[src/hw/rtl/ofrb_pkg.sv]
package ofrb_pkg;

  // Fixed field widths of the request and response.
  localparam int SAMPLE_W = 32;
  localparam int COUNT_W  = 7;
  localparam int LEVEL_W  = 11;

  // Request actions.
  typedef enum logic [1:0] {
    ACT_PUSH  = 2'd0,
    ACT_FILL  = 2'd1,
    ACT_READ  = 2'd2,
    ACT_CLEAR = 2'd3
  } action_t;

  // One request on the input channel.
  typedef struct packed {
    action_t              action;
    logic [SAMPLE_W-1:0]  sample;
    logic [COUNT_W-1:0]   count;
    logic [COUNT_W-1:0]   overlap;
  } in_req_t;

  // One response word on the output channel.
  typedef struct packed {
    logic [SAMPLE_W-1:0]  sample_out;
    logic                 last;
    logic                 status;
    logic [LEVEL_W-1:0]   level;
  } out_rsp_t;

endpackage

[src/hw/rtl/ofrb_div.sv]
module ofrb_div import ofrb_pkg::*; (
  input  logic               clk,
  input  logic               rst_n,
  input  logic               start,
  input  logic [COUNT_W-1:0] dividend,
  input  logic [COUNT_W-1:0] divisor,
  output logic               done,
  output logic [COUNT_W-1:0] quotient
);

  localparam int STEP_W = $clog2(COUNT_W);

  logic               run_r;
  logic               done_r;
  logic [STEP_W-1:0]  step_r;
  logic [COUNT_W-1:0] rem_r;
  logic [COUNT_W-1:0] quo_r;
  logic [COUNT_W-1:0] dsr_r;
  logic [COUNT_W:0]   trial;
  logic [COUNT_W:0]   diff;
  logic               fits;

  // One restoring step: shift in the next dividend bit and try a subtract.
  always_comb begin
    trial = {rem_r, quo_r[COUNT_W-1]};
    diff  = trial - {1'b0, dsr_r};
    fits  = (trial >= {1'b0, dsr_r});
  end

  // Sequencer: one quotient bit per cycle, most significant first.
  always_ff @(posedge clk) begin
    if (!rst_n) begin
      run_r  <= 1'b0;
      done_r <= 1'b0;
      step_r <= '0;
    end else begin
      done_r <= 1'b0;
      if (start) begin
        run_r  <= 1'b1;
        step_r <= '0;
        rem_r  <= '0;
        quo_r  <= dividend;
        dsr_r  <= divisor;
      end else if (run_r) begin
        rem_r  <= fits ? diff[COUNT_W-1:0] : trial[COUNT_W-1:0];
        quo_r  <= {quo_r[COUNT_W-2:0], fits};
        step_r <= step_r + STEP_W'(1);
        if (step_r == STEP_W'(COUNT_W - 1)) begin
          run_r  <= 1'b0;
          done_r <= 1'b1;
        end
      end
    end
  end

  assign done     = done_r;
  assign quotient = quo_r;

endmodule

[config.mk]
export PLATFORM = sky130hd
export DESIGN_NAME = ofrb_div
export DESIGN_NICKNAME = d
export VERILOG_FILES = /design/src/hw/rtl/ofrb_pkg.sv /design/src/hw/rtl/ofrb_div.sv
export SDC_FILE = /design/constraint.sdc
export NUM_CORES = 1
export LEC_CHECK = 0
export BUFFER_PORTS_ARGS = -buffer_cell sky130_fd_sc_hd__buf_2
export CAP_MARGIN = 5
export CORE_MARGIN = 5
export CORE_UTILIZATION = 49
export CTS_CLUSTER_DIAMETER = 40
export CTS_CLUSTER_SIZE = 10
export DETAILED_ROUTE_END_ITERATION = 16
export GPL_TIMING_DRIVEN = 1
export PLACE_DENSITY_LB_ADDON = 0.12
export SETUP_SLACK_MARGIN = 0.3
export SLEW_MARGIN = 20
export SYNTH_ARGS = -nofsm -noshare
export SYNTH_HDL_FRONTEND = slang
export SYNTH_SLANG_ARGS = --single-unit
[constraint.sdc]
create_clock -name clk -period 1.95 [get_ports clk]
set_input_delay 0.195 -clock clk [delete_from_list [all_inputs] [get_ports clk]]
set_output_delay 0.195 -clock clk [all_outputs]
set_load 0.02 [all_outputs]
==> metrics.md, run 1 <==
| Metric | Value |
|---|---|
| Status | `finished with violations` |
| Failing checks | `setup timing` |
| Die W | `64.3 um` |
| Clk Latency, worst-skew pair | `0.31 ns` |
| Switching pwr | `approximately 0.37 mW` |
| Slew HR | `61.2%` |
| Critical Path Sink Type | `register` |
| Ratio of cells with drive above 1 in the final layout | `between 30% and 40%` |
| Antenna fix cells | `0` |
| Leak | `between 0.7 and 0.8 nW` |
| Final Hold Vio Count | `0` |
| Slew @ Worst Pin | `0.567 ns` |
| Via density | `5.40` |
| Tmin final | `about 2.1 ns` |
| CP max stage cell | `edfxtp_1` |
| Pins Over Slew Limit | `0` |
| Worst-path fanout max | `4` |
| Register Area | `731 um^2` |
| RD Place Congestion | `between 0.8 and 0.9` |
| Drt pass-1 iters | `4` |
| Total congestion overflow | `0` |
| Clock-pin slew on the worst setup and hold paths | `approximately 0.13 ns` |
| Critical path, cell by cell | `inv_1, ha_2, fa_2, nand2b_4, o2bb2ai_4, a31o_4, and3_1, o21ba_1` |
| Largest family of logic cells by synthesized area | `compound AO/OA/AOI/OAI gates` |
| Cell internal pwr | `approximately 0.93 mW` |
| Hpwl dp | `approximately 2100 um` |
| Syn_nets | `approximately 150` |
| Avg WL per Cell | `13.6 um` |
| Via count | `1064` |
| Clock power share | `17.0%` |
| Maximum clock frequency | `484 MHz` |
| Comb pwr share | `between 30% and 40%` |
| Commonest non-fill, non-tap cell in the layout | `buf_2` |
| Row cnt | `19` |
| Fin nets | `around 190` |
| Clk root buf | `clkbuf_4` |
| Hold Crit Class | `in -> reg` |
| I/O Buffers | `24` |
| Critical path's top delay family | `compound AO/OA/AOI/OAI gates` |
| Ys Warns | `0` |
| Final Core Density | `approximately 64%` |
| Synth Area in Compound Gates | `14.3%` |
| Fin Clk Skew | `between 0.006 and 0.007 ns` |
| Critical path buffer and inverter count | `1` |
| Post-Synth Simple-Gate Area | `11.9%` |
| Clock tree sinks | `26` |
| Vias in the first global route | `around 1000` |
| Critical path data required time | `just over 2 ns` |
| Commonest non-fill, non-tap cells in the layout | `24 x buf_2, 21 x edfxtp_1, 15 x buf_4` |
| MaxCap Viol Count | `0` |
| I/O Pins | `25` |
| Number of flops mapped to enable cells by yosys | `21` |
| Synth Area in Adders | `a little under a tenth` |
| Crit Path Class | `reg -> reg` |
| Critical Path AT | `about 2.2 ns` |
| DRT iter0 DRCs | `63` |
| GR Util All Layers | `13.6%` |
| Fill count | `approximately 230` |
| Worst r2r path cells | `8` |
| Synth Instances | `126` |
| Cell area after layout | `about 0.0018 mm^2` |
| Top FF cell, synth | `edfxtp_1` |
| Syn_area_per_cell | `11.4 um^2` |
| Pin count of the biggest net entering global routing | `19` |
| Starting Density | `51.9%` |
| Clk buf depth | `2` |
| Crit start category | `register` |
| Core Footprint | `roughly 0.0028 mm^2` |
| Final period util | `106%` |
| Synth Area in XOR/XNOR | `about 2.4%` |
| Setup TNS | `-0.736 ns` |
| H-tree depth | `1` |
| Sequential share of power | `approximately half` |
| Switch share | `28.7%` |
| Antenna-violating nets left | `0` |
| DP Area | `around 0.0017 mm^2` |
| Netlist cell types | `between 40 and 50` |
| First-pass GRT wire length | `~4600 um` |
| Initial antenna violation count | `0` |
| CTS tree | `built` |
| Num CTS Buffers | `3` |
| Multi-input gate area | `683 um^2` |
| Critical path depth | `8` |
| Yosys reg bits | `26` |
| Synth-to-Final Area Change | `22.6%` |
| Total wire length | `around 2700 um` |
| Pwr Density | `between 700 and 800 mW/mm^2` |
| Peak supply drop | `~0.54 mV` |
| Die ar. | `0.00413 mm^2` |
| RSZ-0062 raised after global routing | `yes` |
| Post-Syn Area | `roughly 0.0014 mm^2` |
| Synth async-reset ratio | `0%` |
| Final setup viols | `8` |
| Die H | `between 60 and 70 um` |
| # DRC | `0` |
| Post-synthesis sequential area ratio | `50.7%` |
| Delay of the slowest critical-path stage | `approximately 0.37 ns` |
| WHS Path Cells | `1` |
| Mux contribution to synthesized area | `under 10%` |
| Final worst slack | `-0.118 ns` |
-- registers in the layout (all words and copies together) (netlist names) --
register,cells
dsr_r,7
run_r,1
done,1
step_r,3
rem_r,7
quotient,7
-- through the flow --
step	total power, mW	hold slack [ns]	cells	setup slack (ns)
6_report	1.30	0.0505	197	-0.118
5_1_grt	1.38	0.0249	197	-0.218
4_1_cts	1.30	0.0467	197	-0.100
3_5_place_dp	1.08	0.374	192	-0.0859
3_3_place_gp	1.07	0.371	192	-0.0434
2_1_floorplan	0.949	0.294	126	-0.235
-- per-layer routing --
layer	GRT usage, %	part of all wire, %	wire [um]
met4	2.29	0.86	23
met1	19.0	49	1320
met3	1.58	3.1	84
met2	23.0	47	1260
met5	0	0	0
-- cell usage after synthesis (all sizes together), types with 3 or more instances --
| cell type | instances | share of area [%] |
|---|---|---|
| nand2 | 4 | 1.2 |
| nand3 | 5 | 1.7 |
| a211oi | 3 | 1.6 |
| o21ai | 6 | 2.3 |
| inv | 12 | 3.1 |
| nor2 | 7 | 1.8 |
| clkbuf | 3 | 0.78 |
| nor3 | 5 | 1.7 |
| a21oi | 7 | 2.4 |
| edfxtp | 21 | 44 |
| o21a | 3 | 1.6 |
| dfxtp | 5 | 6.9 |
| ha | 9 | 7.8 |
| xnor2 | 3 | 1.8 |
| mux2 | 7 | 5.5 |
-- path summary, 6_finish.rpt --
kind / start / to / slack [ns]
worst min-delay path: divisor[1] / dsr_r[1] / 0.05
worst max-delay path: quotient[6] / rem_r[6] / -0.12
worst max register to register: quotient[6] / rem_r[6] / -0.12
worst min register to register: step_r[2] / done / 0.51
-- cell type report --
cell class / instances / area share, %
tap: 31 / 2.19
sequential: 26 / 41.3
multi-input combinational: 84 / 38.6
clock inverter: 1 / 0.212
clock buffer: 3 / 1.27
inverter: 12 / 2.55
timing repair buffer: 40 / 13.8
-- power groups by stage --
| stage | Clock [mW] | Sequential, mW | Combinational, mW |
|---|---|---|---|
| global route | 0.256 | 0.676 | 0.451 |
| finish | 0.220 | 0.671 | 0.409 |
| global placement | 0 | 0.681 | 0.386 |
| detailed placement | 0 | 0.683 | 0.395 |
| floorplan | 0 | 0.689 | 0.260 |
| CTS | 0.226 | 0.671 | 0.399 |
-- repair_timing --
action | in CTS | in global routing
endpoints found under the hold margin | 0 | 0
setup endpoints to repair | 8 | 8
buffers inserted | 1 | 0
resized for setup | 0 | 3
hold buffers | 0 | 0
-- cells by family (layout without fill, tap and decap cells) --
| group | count (synthesis) | after routing |
|---|---|---|
| compound gates | 28 | 28 |
| xor+xnor | 4 | 4 |
| fa+ha+maj | 10 | 10 |
| buf+inv | 16 | 56 |
| flops | 26 | 26 |
| mux | 9 | 9 |
| simple gates | 33 | 33 |
No activity file was read; power rests on OpenSTA's default activity.
==> inputs of run 2 (changes only) <==
--- a/config.mk
+++ b/config.mk
@@ -8,7 +8,8 @@
 export BUFFER_PORTS_ARGS = -buffer_cell sky130_fd_sc_hd__buf_2
 export CAP_MARGIN = 5
 export CORE_MARGIN = 5
-export CORE_UTILIZATION = 49
+export CORE_UTILIZATION = 52
+export CTS_BUF_LIST = sky130_fd_sc_hd__clkbuf_2 sky130_fd_sc_hd__clkbuf_4 sky130_fd_sc_hd__clkbuf_8
 export CTS_CLUSTER_DIAMETER = 40
 export CTS_CLUSTER_SIZE = 10
 export DETAILED_ROUTE_END_ITERATION = 16
==> metrics.md, run 2 (same netlist as run 1, synthesis figures left out) <==
| Metric | Value |
|---|---|
| Status | `finished with violations` |
| Failing checks | `setup timing` |
| Slew @ Worst Pin | `0.474 ns (-0.0933 ns)` |
| Sequential share of power | `51.5% (about the same)` |
| # DRC | `0 (unchanged)` |
| Fill count | `216 (-4.8%)` |
| GR Util All Layers | `14.9% (+1.3 points)` |
| R2R Path End | `rem_r[6]` |
| Maximum clock frequency | `481 MHz (-0.52%)` |
| Hpwl dp | `2170 um (+1.5%)` |
| Antenna-violating nets left | `0 (unchanged)` |
| Row cnt | `19 (unchanged)` |
| Core Footprint | `0.00271 mm^2 (-2.6%)` |
| Crit start category | `register` |
| Pwr Density | `738 mW/mm^2 (+0.34%)` |
| Switch share | `29.3% (+0.52 points)` |
| Starting Density | `53.2% (+1.4 points)` |
| Total wire length | `2740 um (+2.2%)` |
| Clock-pin slew on the worst setup and hold paths | `0.13 ns (about the same)` |
| Antenna fix cells | `0 (unchanged)` |
| Via density | `5.42 (+0.27%)` |
| Total congestion overflow | `0 (unchanged)` |
| Commonest non-fill, non-tap cells in the layout | `24 x buf_2, 21 x edfxtp_1, 13 x buf_4` |
| Ratio of cells with drive above 1 in the final layout | `37.8% (+1.1 points)` |
| Clk Latency, worst-skew pair | `0.31 ns (about the same)` |
| Worst r2r path cells | `8 (unchanged)` |
| Clock tree sinks | `26 (unchanged)` |
| Critical Path Sink Type | `register` |
| Die W | `62.7 um (-2.5%)` |
| Critical path data required time | `2.03 ns (about the same)` |
| Vias in the first global route | `1138 (+11%)` |
| First-pass GRT wire length | `4810 um (+3.7%)` |
| RSZ-0062 raised after global routing | `yes` |
| Num CTS Buffers | `3 (unchanged)` |
| WHS Path Cells | `1 (unchanged)` |
| CP startpoint | `quotient[6]` |
| Setup slack after placement | `-0.0984 ns (-0.0125 ns)` |
| Critical Path End | `rem_r[6]` |
| H-tree depth | `1 (unchanged)` |
| Final Core Density | `65.1% (+1.5 points)` |
| Die H | `62.7 um (-2.5%)` |
| Peak supply drop | `0.481 mV (-11%)` |
| Clk root buf | `clkbuf_4` |
| Final setup viols | `8 (unchanged)` |
| Cell internal pwr | `0.920 mW (-0.68%)` |
| Worst-path fanout max | `4 (unchanged)` |
| Avg WL per Cell | `14.1 um (+3.2%)` |
| Pins Over Slew Limit | `0 (unchanged)` |
| Final Hold Vio Count | `0 (unchanged)` |
| Via count | `1056 (-0.75%)` |
| Critical Path AT | `2.16 ns (about the same)` |
| CTS tree | `built` |
| Switching pwr | `0.381 mW (+1.9%)` |
| I/O Buffers | `24 (unchanged)` |
| R2r setup slk | `-0.13 ns (about the same)` |
| Comb pwr share | `31.5% (about the same)` |
| Cell area after layout | `0.00176 mm^2 (-0.28%)` |
| Clk buf depth | `2 (unchanged)` |
| Clock power share | `17.0% (about the same)` |
| RD Place Congestion | `0.852 (-1.9%)` |
| MaxCap Viol Count | `0 (unchanged)` |
| Die ar. | `0.00393 mm^2 (-4.9%)` |
| Setup TNS | `-0.735 ns (+0.00122 ns)` |
| Synth-to-Final Area Change | `22.2%` |
| DP Area | `0.00170 mm^2 (-0.87%)` |
| Initial antenna violation count | `0 (unchanged)` |
| Drt pass-1 iters | `4 (unchanged)` |
| DRT iter0 DRCs | `32 (-49%)` |
| Tmin final | `2.08 ns (+0.0109 ns)` |
| Commonest non-fill, non-tap cell in the layout | `buf_2` |
| Worst r2r src | `quotient[6]` |
| Leak | `0.729 nW (-1.2%)` |
| Crit Path Class | `reg -> reg` |
| I/O Pins | `25 (unchanged)` |
| Slew HR | `68.3% (+7.1 points)` |
| Hold Crit Class | `in -> reg` |
| Fin nets | `192 (-1.0%)` |
| Final period util | `107% (+0.56 points)` |
| Pin count of the biggest net entering global routing | `19 (unchanged)` |
| Final worst slack | `-0.129 ns (-0.0109 ns)` |
| Total power | `1.30 mW (about the same)` |
| Fin Clk Skew | `0.00649 ns (+0.0000603 ns)` |
run 2: changes by cell type in the layout (fill, tap and decap cells not counted):
cell,change
nand2_4,-1
buf_4,-2
a2111oi_1,+1
a22oi_2,+1
nand2_2,+1
a2111oi_0,-1
a21oi_1,-1
a22oi_1,-1
nand3_1,-1
nand3_2,+1
a21oi_2,+1
run 2: metrics by stage:
| step | cells | hold WS (ns) |
|---|---|---|
| 3_3_place_gp | 190 | 0.371 |
| 3_5_place_dp | 190 | 0.373 |
| 6_report | 195 | 0.0472 |
| 4_1_cts | 194 | 0.0412 |
| 5_1_grt | 195 | 0.0136 |
| 2_1_floorplan | 126 | 0.294 |
run 2: worst max-delay path: stages, from the launching register on:
cell and delay (ns):
edfxtp_1 0.38, inv_1 0.05, ha_2 0.18, fa_2 0.35, nand2b_4 0.16, o2bb2ai_4 0.16
a31o_4 0.24, and3_1 0.16, o21ba_1 0.17
run 2: final cells by class:
cell class | instances | area (um^2) | area share (%)
Inverter | 12 | 45.0 | 2.56
Clock buffer | 3 | 22.5 | 1.28
Sequential cell | 26 | 731 | 41.4
Clock inverter | 1 | 3.75 | 0.213
Multi-Input combinational cell | 84 | 693 | 39.3
Timing Repair Buffer | 38 | 229 | 13.0
Tap cell | 31 | 38.8 | 2.20
run 2: how the worst min path moves through the flow:
stage / endpoint / startpoint
after floorplan: dsr_r[0] / divisor[0]
final: dsr_r[0] / divisor[0]
after CTS: dsr_r[3] / divisor[3]
after global routing: dsr_r[2] / divisor[2]
after global placement: dsr_r[5] / divisor[5]
after detailed placement: dsr_r[3] / divisor[3]
run 2: repair_timing:
action,CTS,global route
resized for setup,1,5
setup buffers,0,1
setup endpoints to repair,8,8
pin swaps,1,0
hold buffers,0,0
run 2: power by group through the flow:
stage,registers (mW),clock network [mW],logic (mW)
finish,0.670,0.222,0.409
global placement,0.681,0,0.374
global route,0.675,0.260,0.452
CTS,0.670,0.228,0.391
floorplan,0.689,0,0.260
detailed placement,0.682,0,0.385
run 2: per-layer routing:
| metal | part of all wire (%) | vias up | global-route usage (%) |
|---|---|---|---|
| li1 | - | 536 | - |
| met1 | 47 | 505 | 18.6 |
| met2 | 50 | 13 | 25.5 |
| met3 | 3.1 | 2 | 2.88 |
| met4 | 0.62 | 0 | 5.04 |
| met5 | 0 | - | 0 |
